===== config.mk =====
export PLATFORM = sky130hd
export DESIGN_NAME = stable_sorted_priority_queue_core
export DESIGN_NICKNAME = d
export VERILOG_FILES = /design/src/rtl/sspq_pkg.sv /design/src/rtl/sspq_cell.sv /design/src/rtl/stable_sorted_priority_queue_core.sv
export VERILOG_INCLUDE_DIRS = /design/src /design/src/rtl
export SDC_FILE = /design/constraint.sdc
export NUM_CORES = 2
export LEC_CHECK = 0
export ABC_CLOCK_PERIOD_IN_PS = 16450
export BUFFER_PORTS_ARGS = -buffer_cell sky130_fd_sc_hd__buf_4
export CORE_MARGIN = 4
export CORE_UTILIZATION = 65
export DETAILED_ROUTE_END_ITERATION = 10
export GPL_TIMING_DRIVEN = 0
export PLACE_DENSITY = 0.85
export RECOVER_POWER = 50
export SLEW_MARGIN = 20
export SYNTH_ARGS = -nofsm -noshare
export SYNTH_HDL_FRONTEND = slang
export SYNTH_HIERARCHICAL = 1
export SYNTH_SLANG_ARGS = --single-unit

===== constraint.sdc =====
create_clock -name clk_i -period 16.45 [get_ports clk_i]
set_input_delay 3.29 -clock clk_i [delete_from_list [all_inputs] [get_ports clk_i]]
set_output_delay 3.29 -clock clk_i [all_outputs]
set_load 0.005 [all_outputs]

===== src/rtl/assert_macros.svh =====
// Assertion macros shared by the priority queue RTL.
`ifndef ASSERT_MACROS_SVH
`define ASSERT_MACROS_SVH

// Check a condition at every clock edge outside reset.
`define SSPQ_ASSERT(lbl, cond, msg) \
  lbl: assert property (@(posedge clk_i) disable iff (!rst_ni) (cond)) \
    else $error(msg);

// Check that a cause is followed by an effect in the next cycle.
`define SSPQ_ASSERT_NEXT(lbl, ante, cons, msg) \
  lbl: assert property (@(posedge clk_i) disable iff (!rst_ni) (ante) |=> (cons)) \
    else $error(msg);

`endif


===== src/rtl/sspq_pkg.sv =====
// Types and constants shared by the sorted priority queue cells and top level.
package sspq_pkg;

  localparam int unsigned ValueW = 32;
  localparam int unsigned PrioW  = 16;
  localparam int unsigned OccW   = 5;

  localparam logic CMD_ENQ = 1'b0;
  localparam logic CMD_DEQ = 1'b1;

  typedef enum logic [1:0] {
    STATUS_ENQUEUED  = 2'd0,
    STATUS_DEQUEUED  = 2'd1,
    STATUS_UNDERFLOW = 2'd2,
    STATUS_OVERFLOW  = 2'd3
  } status_e;

  typedef struct packed {
    logic                     ins;
    logic                     rem;
    logic signed [ValueW-1:0] value;
    logic signed [PrioW-1:0]  prio;
  } op_t;

endpackage


===== src/rtl/sspq_cell.sv =====
// One slot of the sorted chain: holds, takes the new entry, or shifts from a neighbor.
module sspq_cell (
  input  logic                              clk_i,
  input  sspq_pkg::op_t                     op_i,
  input  logic                              in_use_i,
  input  logic                              left_keep_i,
  input  logic signed [sspq_pkg::ValueW-1:0] left_value_i,
  input  logic signed [sspq_pkg::PrioW-1:0]  left_prio_i,
  input  logic signed [sspq_pkg::ValueW-1:0] right_value_i,
  input  logic signed [sspq_pkg::PrioW-1:0]  right_prio_i,
  output logic signed [sspq_pkg::ValueW-1:0] value_o,
  output logic signed [sspq_pkg::PrioW-1:0]  prio_o,
  output logic                              keep_o
);

  logic signed [sspq_pkg::ValueW-1:0] value_q;
  logic signed [sspq_pkg::PrioW-1:0]  prio_q;

  assign keep_o  = in_use_i && (prio_q >= op_i.prio);
  assign value_o = value_q;
  assign prio_o  = prio_q;

  always_ff @(posedge clk_i) begin
    if (op_i.ins) begin
      if (!keep_o) begin
        if (left_keep_i) begin
          value_q <= op_i.value;
          prio_q  <= op_i.prio;
        end else begin
          value_q <= left_value_i;
          prio_q  <= left_prio_i;
        end
      end
    end else if (op_i.rem) begin
      value_q <= right_value_i;
      prio_q  <= right_prio_i;
    end
  end

endmodule


===== src/rtl/stable_sorted_priority_queue_core.sv =====
// Top level of the stable sorted priority queue built as a chain of cells.
//
//  channel | direction | beat fields
//  --------+-----------+-------------------------------------------------
//  in      | to core   | cmd_i, item_value_i, item_priority_i
//  out     | from core | status_o, out_value_o, out_priority_o, occupancy_o
//
// One beat per cycle unless out stalls: every cell compares against the new
// priority at once and shifts one slot in the same cycle; the result is registered.
// A new input beat is taken while the result register is empty or being read.
// Reset clears the count and result valid; slot contents stay unknown.
// Stalls on the out side hold the result and block further input beats.
`include "assert_macros.svh"

module stable_sorted_priority_queue_core #(
  parameter int unsigned CAPACITY = 16
) (
  input  logic                               clk_i,
  input  logic                               rst_ni,
  input  logic                               in_valid_i,
  output logic                               in_ready_o,
  input  logic                               cmd_i,
  input  logic signed [sspq_pkg::ValueW-1:0] item_value_i,
  input  logic signed [sspq_pkg::PrioW-1:0]  item_priority_i,
  output logic                               out_valid_o,
  input  logic                               out_ready_i,
  output logic [1:0]                         status_o,
  output logic signed [sspq_pkg::ValueW-1:0] out_value_o,
  output logic signed [sspq_pkg::PrioW-1:0]  out_priority_o,
  output logic [sspq_pkg::OccW-1:0]          occupancy_o
);

  localparam int unsigned CntW = $clog2(CAPACITY + 1);

  logic [CntW-1:0] count_q, count_d;
  logic            out_valid_q;
  logic [1:0]      status_q, status_d;
  logic signed [sspq_pkg::ValueW-1:0] out_value_q, out_value_d;
  logic signed [sspq_pkg::PrioW-1:0]  out_prio_q, out_prio_d;
  logic [sspq_pkg::OccW-1:0]          occ_q;

  logic          accept;
  logic          full;
  logic          empty;
  sspq_pkg::op_t op;

  logic signed [sspq_pkg::ValueW-1:0] cell_value [CAPACITY];
  logic signed [sspq_pkg::PrioW-1:0]  cell_prio  [CAPACITY];
  logic [CAPACITY-1:0]                cell_keep;

  assign in_ready_o = !out_valid_q || out_ready_i;
  assign accept     = in_valid_i && in_ready_o;
  assign full       = (count_q == CntW'(CAPACITY));
  assign empty      = (count_q == '0);

  assign op.ins   = accept && (cmd_i == sspq_pkg::CMD_ENQ) && !full;
  assign op.rem   = accept && (cmd_i == sspq_pkg::CMD_DEQ) && !empty;
  assign op.value = item_value_i;
  assign op.prio  = item_priority_i;

  for (genvar i = 0; i < CAPACITY; i++) begin : g_cell
    logic                               left_keep;
    logic signed [sspq_pkg::ValueW-1:0] left_value;
    logic signed [sspq_pkg::PrioW-1:0]  left_prio;
    logic signed [sspq_pkg::ValueW-1:0] right_value;
    logic signed [sspq_pkg::PrioW-1:0]  right_prio;

    if (i == 0) begin : g_head
      assign left_keep  = 1'b1;
      assign left_value = '0;
      assign left_prio  = '0;
    end else begin : g_body
      assign left_keep  = cell_keep[i-1];
      assign left_value = cell_value[i-1];
      assign left_prio  = cell_prio[i-1];
    end

    if (i == CAPACITY - 1) begin : g_tail
      assign right_value = '0;
      assign right_prio  = '0;
    end else begin : g_next
      assign right_value = cell_value[i+1];
      assign right_prio  = cell_prio[i+1];
    end

    sspq_cell u_cell (
      .clk_i         (clk_i),
      .op_i          (op),
      .in_use_i      (CntW'(i) < count_q),
      .left_keep_i   (left_keep),
      .left_value_i  (left_value),
      .left_prio_i   (left_prio),
      .right_value_i (right_value),
      .right_prio_i  (right_prio),
      .value_o       (cell_value[i]),
      .prio_o        (cell_prio[i]),
      .keep_o        (cell_keep[i])
    );
  end

  always_comb begin
    count_d     = count_q;
    out_value_d = '0;
    out_prio_d  = '0;
    if (cmd_i == sspq_pkg::CMD_DEQ) begin
      if (empty) begin
        status_d = sspq_pkg::STATUS_UNDERFLOW;
      end else begin
        status_d    = sspq_pkg::STATUS_DEQUEUED;
        out_value_d = cell_value[0];
        out_prio_d  = cell_prio[0];
        count_d     = count_q - CntW'(1);
      end
    end else begin
      if (full) begin
        status_d = sspq_pkg::STATUS_OVERFLOW;
      end else begin
        status_d = sspq_pkg::STATUS_ENQUEUED;
        count_d  = count_q + CntW'(1);
      end
    end
  end

  always_ff @(posedge clk_i or negedge rst_ni) begin
    if (!rst_ni) begin
      count_q     <= '0;
      out_valid_q <= 1'b0;
    end else begin
      if (accept) begin
        count_q     <= count_d;
        out_valid_q <= 1'b1;
      end else if (out_ready_i) begin
        out_valid_q <= 1'b0;
      end
    end
  end

  always_ff @(posedge clk_i) begin
    if (accept) begin
      status_q    <= status_d;
      out_value_q <= out_value_d;
      out_prio_q  <= out_prio_d;
      occ_q       <= sspq_pkg::OccW'(count_d);
    end
  end

  assign out_valid_o    = out_valid_q;
  assign status_o       = status_q;
  assign out_value_o    = out_value_q;
  assign out_priority_o = out_prio_q;
  assign occupancy_o    = occ_q;

  `SSPQ_ASSERT(a_count_bound, count_q <= CntW'(CAPACITY), "entry count above capacity")
  `SSPQ_ASSERT(a_head_sorted,
      (count_q < CntW'(2)) || (cell_prio[0] >= cell_prio[1]), "head slots out of order")
  `SSPQ_ASSERT_NEXT(a_insert_count, op.ins, count_q == $past(count_q) + CntW'(1),
      "insert did not advance count")
  `SSPQ_ASSERT_NEXT(a_remove_count, op.rem, count_q == $past(count_q) - CntW'(1),
      "remove did not drop count")

endmodule


==> metrics.md <==
| Metric | Value |
|---|---|
| Outcome | `complete, but fails checks` |
| Failing checks | `capacitance limit, slew limit` |
| Vias in the first global route | `36.1k` |
| First-pass GRT wire length | `189000 µm` |
| Hold Crit Class | `reg2reg` |
| Layout Cells excl Fill | `5998` |
| Drt first-iter violations | `4052` |
| Leakage Power | `23.2 nW` |
| Crit path max-delay family | `compound AO/OA/AOI/OAI gates` |
| Worst-skew pair later-pin latency | `650 ps` |
| Max Transition Viols Final | `246` |
| Cell Area, Synth | `49100 µm²` |
| Skew final | `26.2 ps` |
| Vias per cell | `6.07` |
| Pwr Density | `123 nW/µm²` |
| Max FO, Critical Path | `32` |
| RSZ-0062 raised after global routing | `no` |
| Slew @ Worst Pin | `3560 ps` |
| Period utilization | `0.573` |
| Detail Route Antenna Nets | `0` |
| Post-CTS setup buffer count | `0` |
| Die area | `80000 µm²` |
| Cell row count | `100` |
| Worst-case vdd ir drop | `0.0816 mV` |
| WL/cell | `20.2 µm` |
| Fillers | `5177` |
| Initial antenna violation count | `2` |
| Clk root buf | `clkbuf_16` |
| Final setup viols | `0` |
| Commonest cells after routing, fill and taps aside | `899 x a21oi_1, 823 x edfxtp_1, 813 x nor2_1` |
| Drc violations | `0` |
| Max incr delay on CP | `2630 ps` |
| IO Port Bufs | `109` |
| CTS tree | `built` |
| Crit-path slowest cell | `o311ai_0` |
| TritonCTS buffer count | `87` |
| Area delta synth->final | `10.4%` |
| Layout cells sized above 1 | `0.0615` |
| Most common cell after layout, fill and taps aside | `a21oi_1` |
| # IOs | `110` |
| GR Overflow Total | `0` |
| Max_cap viols | `14` |
| Crit path buffers/inverters | `4` |
| PostCTS Resize Cnt | `0` |
| Nets@finish | `5275` |
| Total GRT Usage | `0.299` |
| WP data required | `16790 ps` |
| HPWL after detailed placement | `93000 µm` |
| Avg Inst Size Synth | `10.6 µm²` |
| First-pass detailed-route iteration total | `6` |
| Die X | `283 µm` |
| Gate count of the mapped netlist | `4629` |
| Fmax | `106 MHz` |
| Die Ht | `283 µm` |
| Largest net degree at the start of global routing | `47` |
| Tmin final | `9430 ps` |
| Hold buffers post-CTS | `0` |
| Setup TNS | `0 ps` |
| Ys Warns | `6` |
| Critical path class | `in2reg` |
| CTS sink cnt | `829` |
| Placed cells | `5842` |
| Critical path launch point type | `primary input` |
| CP Cell Sequence | `clkbuf_1 -> inv_1 -> ha_1 -> a21oi_1 -> o21ai_0 -> a21oi_1 -> nand3_1 -> o311ai_0 -> clkbuf_1 -> buf_6` |
| Routed Wire Length | `121000 µm` |
| Number of H-tree levels | `3` |
| Final Hold Fails | `0` |
| Vias | `36.4k` |
| Data arrival time of the worst path | `9760 ps` |
| CTS clk-pin slew, worst paths | `60 ps` |
| Max clock buf depth | `3` |
| Starting density of the core | `0.657` |
| Critical path capture point type | `flop` |
| Slew headroom | `-1.41` |
| Core area | `74700 µm²` |
| RD Place Congestion | `0.955` |
## path summary, 6_finish.rpt
kind	start	end	slack, ps	cells after the start
hold reg to reg	out_valid_o	out_valid_o	550	2
setup / recovery	item_priority_i[15]	g_cell[10].u_cell/value_o[11]	7020	10
min in group asynchronous	rst_ni	out_valid_o	2550	1
max in group asynchronous	rst_ni	count_q[2]	13610	1
setup reg to reg	count_q[1]	g_cell[10].u_cell/value_o[11]	8860	11
hold / removal	out_valid_o	out_valid_o	550	2
## registers in the layout, summed over array words and instances, names as in the netlist
signal,flops
occupancy_o,5
status_o,2
out_valid_o,1
g_cell.u_cell/value_o,512
count_q,5
out_priority_o,16
out_value_o,32
g_cell.u_cell/prio_o,256
## tightest hold or removal path, cell delays in order (launching register included)
cell and delay (ps):
dfrtp_1 340, nand2b_1 100, nand2b_1 80
## per-layer routing
layer,vias to the layer above,GRT usage,share of wire
met1,16873,0.384,0.40
met5,-,0,0.00011
met3,354,0.0412,0.081
met4,2,0.135,0.047
met2,1736,0.508,0.48
li1,17429,-,-
## metrics by stage
stage | util | total power, mW | instance area (µm²) | setup slack [ps] | hold slack (ps)
final | 0.725 | 6.67 | 54200 | 7020 | 554
after global routing | 0.725 | 6.96 | 54200 | 6500 | 599
after CTS | 0.735 | 6.70 | 54900 | 9430 | 564
after detailed placement | 0.698 | 4.80 | 52200 | 9430 | 547
after global placement | 0.689 | 4.70 | 51500 | 5670 | 521
after floorplan | - | 4.30 | 49400 | 7840 | 538
## report_power, final
group | total, mW | internal [mW] | switching [mW]
registers | 2.93 | 2.74 | 0.194
clock network | 1.89 | 1.08 | 0.813
logic | 1.85 | 0.740 | 1.11
## final cells by class
class / instances / area (µm²) / share of cell area
flip-flops and latches: 829 / 24900 / 0.459
multi-input cells: 3322 / 22100 / 0.407
clock buffers: 108 / 2320 / 0.0428
well taps: 969 / 1210 / 0.0224
plain buffers: 290 / 1180 / 0.0218
repair buffers: 149 / 1070 / 0.0197
inverters: 283 / 1060 / 0.0196
clock inverters: 47 / 402 / 0.00741
diodes: 1 / 2.50 / 0.0000462
(Power assumes the default switching activity.)
